`config.mk`:
```
export PLATFORM = sky130hd
export DESIGN_NAME = timestamp_reorder_buffer
export DESIGN_NICKNAME = d
export VERILOG_FILES = /design/src/rtl/tsrb_pkg.sv /design/src/rtl/tsrb_cell.sv /design/src/rtl/timestamp_reorder_buffer.sv
export SDC_FILE = /design/constraint.sdc
export NUM_CORES = 2
export LEC_CHECK = 0
export ABC_AREA = 1
export CORE_MARGIN = 2
export CORE_UTILIZATION = 66
export CTS_CLUSTER_DIAMETER = 100
export DETAILED_ROUTE_END_ITERATION = 16
export DONT_BUFFER_PORTS = 1
export GPL_TIMING_DRIVEN = 1
export HOLD_SLACK_MARGIN = 0.12
export PLACE_DENSITY = 0.78
export SYNTH_ARGS = -nofsm -noshare
export SYNTH_HDL_FRONTEND = slang
export SYNTH_SLANG_ARGS = --single-unit
```
`constraint.sdc`:
```
create_clock -name clk_i -period 84.2 [get_ports clk_i]
set_input_delay 8.42 -clock clk_i [delete_from_list [all_inputs] [get_ports clk_i]]
set_output_delay 8.42 -clock clk_i [all_outputs]
set_load 0.02 [all_outputs]
```
`src/rtl/tsrb_pkg.sv`:
```
// Types and constants shared by the timestamp reorder buffer modules.
package tsrb_pkg;

  // Buffer geometry.
  localparam int SLOTS = 16;
  localparam int IDX_W = $clog2(SLOTS);
  localparam int CNT_W = $clog2(SLOTS + 1);

  // Record field widths.
  localparam int STAMP_W  = 64;
  localparam int COLOR_W  = 7;
  localparam int PID_W    = 22;
  localparam int INDENT_W = 8;
  localparam int HANDLE_W = 16;
  localparam int REC_W    = STAMP_W + 2 * COLOR_W + PID_W + INDENT_W + 2 * HANDLE_W;
  localparam int TDATA_W  = ((REC_W + 7) / 8) * 8;

  // Idle counter and timeout register.
  localparam int TICK_W = 32;
  localparam logic [TICK_W-1:0] TIMEOUT_RST = TICK_W'(100);
  localparam logic [TICK_W-1:0] IDLE_MAX    = '1;

  // Input beat kinds carried on tuser.
  localparam logic CMD_MSG  = 1'b0;
  localparam logic CMD_TICK = 1'b1;

  typedef struct packed {
    logic [COLOR_W-1:0]  back;
    logic [COLOR_W-1:0]  fore;
    logic [PID_W-1:0]    pid;
    logic [INDENT_W-1:0] indent;
    logic [HANDLE_W-1:0] name;
    logic [HANDLE_W-1:0] text;
  } pay_t;

  typedef struct packed {
    logic [STAMP_W-1:0] stamp;
    pay_t               pay;
  } rec_t;

endpackage

```
`src/rtl/tsrb_cell.sv`:
```
// One storage cell of the record ring: holds a record and takes its neighbor's on a shift.
module tsrb_cell (
  input  logic           clk_i,
  input  logic           rst_ni,
  input  logic           shift_i,
  input  tsrb_pkg::rec_t rec_i,
  output tsrb_pkg::rec_t rec_o
);

  logic [tsrb_pkg::STAMP_W-1:0] stamp_q;
  tsrb_pkg::pay_t               pay_q;

  // A zero stamp marks the slot empty, so only the stamp is cleared by reset.
  always_ff @(posedge clk_i or negedge rst_ni) begin
    if (!rst_ni) begin
      stamp_q <= '0;
    end else if (shift_i) begin
      stamp_q <= rec_i.stamp;
    end
  end

  // Payload is meaningful only once a nonzero stamp has been written with it.
  always_ff @(posedge clk_i) begin
    if (shift_i) begin
      pay_q <= rec_i.pay;
    end
  end

  assign rec_o.stamp = stamp_q;
  assign rec_o.pay   = pay_q;

endmodule

```
`src/rtl/timestamp_reorder_buffer.sv`:
```
// Top level of the timestamp reorder buffer: record ring, head scanner and control.
//
//   Channel  Direction  Beat contents
//   s_axis   in         tuser: command; tdata: one log record
//   m_axis   out        tdata: one emitted record; tlast: final record of the item
//   cfg      in         data: flush timeout in idle ticks
//
// The SLOTS records circulate through a ring of cells; slot i passes the head in step i.
// A message is accepted in S_IDLE; one ring turn finds its slot (S_MSG_FIND), an evicted
// record is emitted (S_MSG_EMIT) and a second turn writes the new one (S_MSG_WRITE); a tick
// without flush ends in S_IDLE. A flush makes one ring turn per record, plus a final turn.
// A full output register stalls the ring until the waiting beat is taken.
// After reset all slots are empty and the timeout is 100; there is no clearing pass.
module timestamp_reorder_buffer (
  input  logic                           clk_i,
  input  logic                           rst_ni,
  input  logic                           s_axis_tvalid,
  output logic                           s_axis_tready,
  // tdata bits from 0: stamp, back_color, fore_color, process_id, indent_depth,
  // name_handle, text_handle, zero fill
  input  logic [tsrb_pkg::TDATA_W-1:0]   s_axis_tdata,
  // tuser: command
  input  logic                           s_axis_tuser,
  output logic                           m_axis_tvalid,
  input  logic                           m_axis_tready,
  // tdata bits from 0: out_stamp, out_back_color, out_fore_color, out_process_id,
  // out_indent, out_name_handle, out_text_handle, zero fill
  output logic [tsrb_pkg::TDATA_W-1:0]   m_axis_tdata,
  // tlast: last_of_run
  output logic                           m_axis_tlast,
  input  logic                           cfg_valid_i,
  output logic                           cfg_ready_o,
  input  logic [tsrb_pkg::TICK_W-1:0]    cfg_data_i
);

  typedef enum logic [2:0] {
    S_IDLE,
    S_MSG_FIND,
    S_MSG_EMIT,
    S_MSG_WRITE,
    S_FL_SCAN,
    S_FL_EMIT
  } state_e;

  localparam logic [tsrb_pkg::IDX_W-1:0] STEP_LAST = tsrb_pkg::IDX_W'(tsrb_pkg::SLOTS - 1);
  localparam logic [tsrb_pkg::IDX_W-1:0] STEP_ONE  = tsrb_pkg::IDX_W'(1);
  localparam logic [tsrb_pkg::CNT_W-1:0] CNT_ONE   = tsrb_pkg::CNT_W'(1);
  localparam logic [tsrb_pkg::TICK_W-1:0] TICK_ONE = tsrb_pkg::TICK_W'(1);
  localparam int FILL_W = tsrb_pkg::TDATA_W - tsrb_pkg::REC_W;

  // Record layout on tdata, lowest field first.
  function automatic tsrb_pkg::rec_t unpack_rec(input logic [tsrb_pkg::TDATA_W-1:0] d);
    tsrb_pkg::rec_t r;
    {r.pay.text, r.pay.name, r.pay.indent, r.pay.pid, r.pay.fore, r.pay.back, r.stamp} =
      d[tsrb_pkg::REC_W-1:0];
    return r;
  endfunction

  function automatic logic [tsrb_pkg::TDATA_W-1:0] pack_rec(input tsrb_pkg::rec_t r);
    return {{FILL_W{1'b0}}, r.pay.text, r.pay.name, r.pay.indent, r.pay.pid,
            r.pay.fore, r.pay.back, r.stamp};
  endfunction

  state_e                       state_q, state_d;
  logic [tsrb_pkg::IDX_W-1:0]   step_q, step_d;
  logic [tsrb_pkg::IDX_W-1:0]   best_idx_q, best_idx_d;
  logic [tsrb_pkg::IDX_W-1:0]   clr_idx_q, clr_idx_d;
  logic                         clr_vld_q, clr_vld_d;
  logic                         found_q, found_d;
  logic [tsrb_pkg::CNT_W-1:0]   cnt_q, cnt_d;
  logic [tsrb_pkg::TICK_W-1:0]  idle_q, idle_d;
  logic [tsrb_pkg::TICK_W-1:0]  timeout_q;
  logic                         m_valid_q, m_valid_d;
  logic                         m_last_q, m_last_d;
  tsrb_pkg::rec_t               best_q, best_d;
  tsrb_pkg::rec_t               new_q, new_d;
  logic [tsrb_pkg::TDATA_W-1:0] m_data_q, m_data_d;

  tsrb_pkg::rec_t               cell_out [tsrb_pkg::SLOTS];
  tsrb_pkg::rec_t               cell_in  [tsrb_pkg::SLOTS];
  tsrb_pkg::rec_t               head;
  tsrb_pkg::rec_t               wb;
  logic                         shift;
  logic                         first;
  logic                         nz;
  logic                         less;
  logic                         out_free;
  logic [tsrb_pkg::TICK_W-1:0]  idle_inc;
  logic [tsrb_pkg::CNT_W-1:0]   cnt_base;

  // Ring of cells; the head is cell 0 and the modified head record re-enters at the tail.
  for (genvar g = 0; g < tsrb_pkg::SLOTS; g++) begin : g_cell
    if (g == tsrb_pkg::SLOTS - 1) begin : g_tail
      assign cell_in[g] = wb;
    end else begin : g_body
      assign cell_in[g] = cell_out[g+1];
    end
    tsrb_cell u_cell (
      .clk_i  (clk_i),
      .rst_ni (rst_ni),
      .shift_i(shift),
      .rec_i  (cell_in[g]),
      .rec_o  (cell_out[g])
    );
  end

  assign head  = cell_out[0];
  assign shift = (state_q == S_MSG_FIND) || (state_q == S_MSG_WRITE) ||
                 (state_q == S_FL_SCAN);

  // Head write-back: store the new record, or empty the slot emitted by the last flush step.
  always_comb begin
    wb = head;
    if (state_q == S_MSG_WRITE && step_q == best_idx_q) begin
      wb = new_q;
    end
    if (state_q == S_FL_SCAN && clr_vld_q && step_q == clr_idx_q) begin
      wb.stamp = '0;
    end
  end

  // Head scanner terms.
  assign first    = (step_q == '0);
  assign nz       = (wb.stamp != '0);
  assign less     = (wb.stamp < best_q.stamp);
  assign cnt_base = first ? '0 : cnt_q;
  assign idle_inc = (idle_q == tsrb_pkg::IDLE_MAX) ? idle_q : idle_q + TICK_ONE;
  assign out_free = !m_valid_q || m_axis_tready;

  // Sequencer.
  always_comb begin
    state_d    = state_q;
    step_d     = step_q;
    best_idx_d = best_idx_q;
    clr_idx_d  = clr_idx_q;
    clr_vld_d  = clr_vld_q;
    found_d    = found_q;
    cnt_d      = cnt_q;
    idle_d     = idle_q;
    best_d     = best_q;
    new_d      = new_q;
    m_valid_d  = m_valid_q && !m_axis_tready;
    m_last_d   = m_last_q;
    m_data_d   = m_data_q;

    unique case (state_q)
      S_IDLE: begin
        if (s_axis_tvalid) begin
          step_d = '0;
          if (s_axis_tuser == tsrb_pkg::CMD_MSG) begin
            new_d   = unpack_rec(s_axis_tdata);
            idle_d  = '0;
            state_d = S_MSG_FIND;
          end else if (idle_inc > timeout_q) begin
            idle_d    = '0;
            clr_vld_d = 1'b0;
            state_d   = S_FL_SCAN;
          end else begin
            idle_d = idle_inc;
          end
        end
      end
      S_MSG_FIND: begin
        // Smallest stamp wins, empty slots included; ties keep the lower index.
        step_d = step_q + STEP_ONE;
        if (first || less) begin
          best_d     = wb;
          best_idx_d = step_q;
        end
        if (step_q == STEP_LAST) begin
          step_d  = '0;
          state_d = (best_d.stamp != '0) ? S_MSG_EMIT : S_MSG_WRITE;
        end
      end
      S_MSG_EMIT: begin
        if (out_free) begin
          m_valid_d = 1'b1;
          m_last_d  = 1'b1;
          m_data_d  = pack_rec(best_q);
          state_d   = S_MSG_WRITE;
        end
      end
      S_MSG_WRITE: begin
        step_d = step_q + STEP_ONE;
        if (step_q == STEP_LAST) begin
          step_d  = '0;
          state_d = S_IDLE;
        end
      end
      S_FL_SCAN: begin
        // Oldest stored record and the number of records still held.
        step_d  = step_q + STEP_ONE;
        cnt_d   = cnt_base + tsrb_pkg::CNT_W'(nz);
        found_d = (first ? 1'b0 : found_q) | nz;
        if (nz && (first || !found_q || less)) begin
          best_d     = wb;
          best_idx_d = step_q;
        end
        if (step_q == STEP_LAST) begin
          step_d = '0;
          if (found_d) begin
            state_d = S_FL_EMIT;
          end else begin
            clr_vld_d = 1'b0;
            state_d   = S_IDLE;
          end
        end
      end
      S_FL_EMIT: begin
        if (out_free) begin
          m_valid_d = 1'b1;
          m_last_d  = (cnt_q == CNT_ONE);
          m_data_d  = pack_rec(best_q);
          clr_vld_d = 1'b1;
          clr_idx_d = best_idx_q;
          state_d   = S_FL_SCAN;
        end
      end
      default: begin
        state_d = S_IDLE;
      end
    endcase
  end

  // Control state and registered outputs.
  always_ff @(posedge clk_i or negedge rst_ni) begin
    if (!rst_ni) begin
      state_q    <= S_IDLE;
      step_q     <= '0;
      best_idx_q <= '0;
      clr_idx_q  <= '0;
      clr_vld_q  <= 1'b0;
      found_q    <= 1'b0;
      cnt_q      <= '0;
      idle_q     <= '0;
      m_valid_q  <= 1'b0;
      m_last_q   <= 1'b0;
      m_data_q   <= '0;
    end else begin
      state_q    <= state_d;
      step_q     <= step_d;
      best_idx_q <= best_idx_d;
      clr_idx_q  <= clr_idx_d;
      clr_vld_q  <= clr_vld_d;
      found_q    <= found_d;
      cnt_q      <= cnt_d;
      idle_q     <= idle_d;
      m_valid_q  <= m_valid_d;
      m_last_q   <= m_last_d;
      m_data_q   <= m_data_d;
    end
  end

  // Record holding registers.
  always_ff @(posedge clk_i) begin
    best_q   <= best_d;
    new_q    <= new_d;
  end

  // Timeout register; writes are taken in any cycle.
  always_ff @(posedge clk_i or negedge rst_ni) begin
    if (!rst_ni) begin
      timeout_q <= tsrb_pkg::TIMEOUT_RST;
    end else if (cfg_valid_i) begin
      timeout_q <= cfg_data_i;
    end
  end

  assign cfg_ready_o   = 1'b1;
  assign s_axis_tready = (state_q == S_IDLE);
  assign m_axis_tvalid = m_valid_q;
  assign m_axis_tdata  = m_data_q;
  assign m_axis_tlast  = m_last_q;

endmodule

```
==> results by stage <==
Logic synthesis:
- The fraction of synthesis flops using an asynchronous set or reset pin is 0.456.
- The synthesized design contains 2748 register bits.
- The predominant post-synthesis flop cell is edfxtp_1.
- Of the synthesized area, sequential elements account for 0.778.
- Counting every instance in the synthesized netlist gives about 7500.
- Ranked by instance count, the synthesized netlist is headed by 1945 x nand2_1, 1496 x edfxtp_1, 1249 x dfrtp_1.
- Yosys mapped the design onto 58 distinct sky130hd cell types.
- The synthesis warning total is 0.
- The most instantiated library cell after synthesis is nand2_1.
- The share of synthesized area in the top cell type comes to 0.458.
- Each instance of the synthesized netlist takes up on average about 13 um2.
- Ranked by total cell area, the synthesized netlist is headed by edfxtp_1 46%, dfrtp_1 32%, nand2_1 7.4%.
- The biggest area consumer among synthesized cells is edfxtp_1.
- In this run, synthesis inferred 1496 flip-flops with an integrated enable.
- The synthesized netlist occupies a cell area of roughly 98000 um2.

Detailed routing:
- In the final routed layout, each cell accounts on average for around 22 um.
- The number of remaining DRC errors is 0.
- The residual antenna-violating net count after detailed routing is 0.
- The routed layout has around 55000 vias.
- The number of detailed-routing iterations run before antenna repair is 9.
- Wires add up to 209 mm.
- In the routed layout, each cell is associated on average with a via count of about 5.7.
- The first routing iteration left about 6500 violations.

Flow run:
- The number of violations of the max-capacitance limit is 0.

Pwr:
- The power density over the cells is approximately 45 nW/um2.
- The maximum resistive drop on vdd is 0.0000624 V.
- For this design the static power due to leakage is ~45 nW.
- Total power for the finished layout comes to between 4 and 5 mW.

Global route:
- In the global route stage, overall resource usage came out at 0.278.
- The global routing usage on met1 is 0.395.
- The number of global-route vias before repair is roughly 55000.
- The initial antenna violation count was 35.
- In the global route stage, met3 resource usage came out at 0.0626.
- The met2 track demand over resource in global routing is 0.425.
- The pin count of the biggest net entering global routing is approximately 300.
- The first global-routing pass estimated 319 mm of wire.
- The busiest layer in global routing is met2.
- The total grt overflow is 0.

Worst setup path:
- The kind of capture point of the worst setup path is an async pin.
- The startpoint type of the worst setup path is an input port.
- The maximum cell stage delay along the critical path is 0.92 ns.
- The worst setup slack for register-to-register paths is 76.90 ns.
- The signal on the critical path passes through buf_16, buf_4, buf_4, buf_4.
- In this design, the critical path's most frequently occurring cell is buf_4.
- The data arrival time of the critical path is between 10 and 15 ns.
- The kind of cell with the highest combined delay along the critical path is buffers and inverters.
- STA puts the critical path data required time at roughly 85 ns.
- The critical-path maximum fanout is ~140.
- The total buffers and inverters traversed by the critical path is 4.
- The critical path class is in2async.
- Among all stages on the critical path, the largest delay is contributed by buf_4.

Timing:
- The slew at the pin with the worst max-slew slack is 1.31 ns.
- The relative slew slack is 0.129.
- The worst path needs about 11 ns of the cycle, external delays included.
- Final hold analysis gives a worst-case slack of approximately 0.4 ns.
- The highest attainable clock frequency is about 90 MHz.
- The number of setup violations in the final report is 0.
- For the final database, setup skew stands at 0.0854 ns.
- Of the available clock period, the critical path in the final layout requires 0.130.
- The hold violation total from the final report is 0.
- The count of pins over their slew limit came to 0.
- Setup repair after global routing left no endpoint under its margin.
- The sum of negative setup slack is 0 ns.

Clock network:
- The number of H-tree levels is 5.
- The later pin in the worst-skew pair is clocked with a latency of roughly 0.93 ns.
- CTS placed an instance of clkbuf_16 at the clock tree root.
- The count of hold-fix buffers inserted at cts is 0.
- Counting the buffers created by CTS gives approximately 280.
- The CTS tree is yes.
- In this run the post-CTS setup repair buffer count came out at 0.
- Clock-pin slew was measured on the worst setup and hold paths at around 0.06 ns.
- The sink count of the clock tree is approximately 2700.
- Gates resized during post-CTS repair numbered 0.
- The number of buffers on the longest clock path is 4.

Finish:
- Of the cells placed in the final design, the portion with a size suffix greater than 1 is 0.0735.
- The non-filler instance count after layout is between 9000 and 10000.
- The final net count is approximately 7800.
- At the end of the flow the core is filled with cells to 0.735.
- The area added between synthesis and finish is 10.7%.

Place:
- The cell count after placement is roughly 9200.
- The wire-length estimate of the detail-placed layout is about 120 mm.
- The number of buffer cells added on primary ports is 0.
- Routability-driven placement finished with a final weighted congestion of around 0.87.

Floorplanning:
- The count of pins on the block boundary is 330.
- The floorplan step defined a die boundary enclosing roughly 150000 um2.
- The count of standard-cell rows is around 140.
- The initial standard-cell utilization of the core is 0.664.
- The die boundary height is roughly 400 um.
- The core region area is about 150000 um2.
- The floorplan step set the die width to 389 um.

Min path:
- The path category of the worst min-delay check is reg2reg.

Status:
- The run finished with clean final reports.
-- cell type report --
class | count | area [um2]
sequential | 2748 | 76300
fill | 8620 | 39100
multi-input combinational | 3707 | 17600
clock buffer | 386 | 7820
inverter | 766 | 2890
tap | 1930 | 2410
clock inverter | 89 | 956
timing repair buffer | 54 | 538
antenna | 23 | 57.6
-- cell usage in the layout (no fill, tap or decap), drive strengths merged, types with 2 or more instances in the layout --
| cell | count |
|---|---|
| a211oi | 11 |
| a21oi | 52 |
| a32o | 5 |
| buf | 54 |
| bufinv | 20 |
| clkbuf | 386 |
| clkinv | 65 |
| clkinvlp | 3 |
| conb | 5 |
| dfrtp | 1249 |
| dfstp | 3 |
| diode | 23 |
| edfxtp | 1496 |
| ha | 100 |
| inv | 767 |
| mux2 | 78 |
| nand2 | 1950 |
| nand3 | 63 |
| nand3b | 2 |
| nand4 | 30 |
| nor2 | 146 |
| nor3 | 49 |
| nor4 | 24 |
| o21ai | 1106 |
| o221a | 3 |
| o221ai | 4 |
| o22ai | 10 |
| or2 | 26 |
| or3 | 3 |
| or4 | 2 |
| xnor2 | 3 |
| xor2 | 24 |
-- sequential cells by signal, indices dropped and copies added, names as in the netlist --
signal / cells
m_axis_tlast: 1
best_q: 140
m_axis_tdata: 140
found_q: 1
clr_vld_q: 1
new_q: 140
timeout_q: 32
step_q: 4
idle_q: 32
cnt_q: 5
g_cell.u_cell.rec_o: 1216
state_q: 3
g_cell.u_cell.stamp_q: 1024
clr_idx_q: 4
best_idx_q: 4
m_axis_tvalid: 1
-- metal layers --
metal	share of wire	wire length (um)	vias up
met5	0.00032	66	-
met4	0.041	8600	10
met3	0.085	17800	460
met2	0.47	98000	2219
met1	0.40	84600	27600
li1	-	-	25100
-- stage by stage --
stage                     setup WS (ns)  cell area (um2)
final                             73.26           109000
after global routing              72.61           109000
after CTS                         73.13           109000
after detailed placement          72.22            99700
after global placement            72.31            99700
after floorplan                   48.03            98100
-- power breakdown --
part | internal [mW] | switching (mW) | total, mW
sequential | 2.27 | 0.317 | 2.59
combinational | 0.241 | 0.833 | 1.07
clock | 0.709 | 0.508 | 1.22
total | 3.22 | 1.66 | 4.88
-- logic make-up after synthesis --
kind of cell | count (synthesis) | share of synthesized area
other | 2 | 0.0000766
XOR/XNOR | 27 | 0.00241
AO/OA/AOI/OAI | 1199 | 0.0625
adder cells (fa/ha/maj) | 100 | 0.0128
AND/OR/NAND/NOR | 2298 | 0.0928
buffers and inverters | 1088 | 0.0429
flip-flops | 2748 | 0.778
multiplexers | 78 | 0.00896
-- path summary, 6_finish.rpt --
path | start | cells past startpoint | to
max | rst_ni | 4 | g_cell[6].u_cell.stamp_q[50]
min | g_cell[6].u_cell.rec_o[28] | 0 | g_cell[5].u_cell.rec_o[28]
max reg2reg | step_q[0] | 22 | best_q[31]
min reg2reg | g_cell[6].u_cell.rec_o[28] | 0 | g_cell[5].u_cell.rec_o[28]
max in group clk_i | m_axis_tready | 6 | m_axis_tdata[112]
min in group asynchronous | rst_ni | 1 | g_cell[11].u_cell.stamp_q[53]
-- worst register-to-register path, cell delays in order (launching register included) --
cell      delay, ns
dfrtp_1        0.49
inv_2          0.10
nand2_1        0.07
nand2_1        0.08
nor2_4         0.14
nand3_4        0.44
inv_4          0.77
buf_4          0.91
nor2_1         0.14
nor3_1         0.43
ha_1           0.36
a21oi_1        0.17
nor2_1         0.06
a211oi_1       0.33
o221ai_1       0.26
a21oi_1        0.18
nand2_1        0.07
nand2_1        0.07
nand2_2        0.13
nand3_1        0.30
nand2_4        0.12
clkinv_2       0.37
buf_4          0.89
Note: power is estimated with default switching activity, not from simulation.
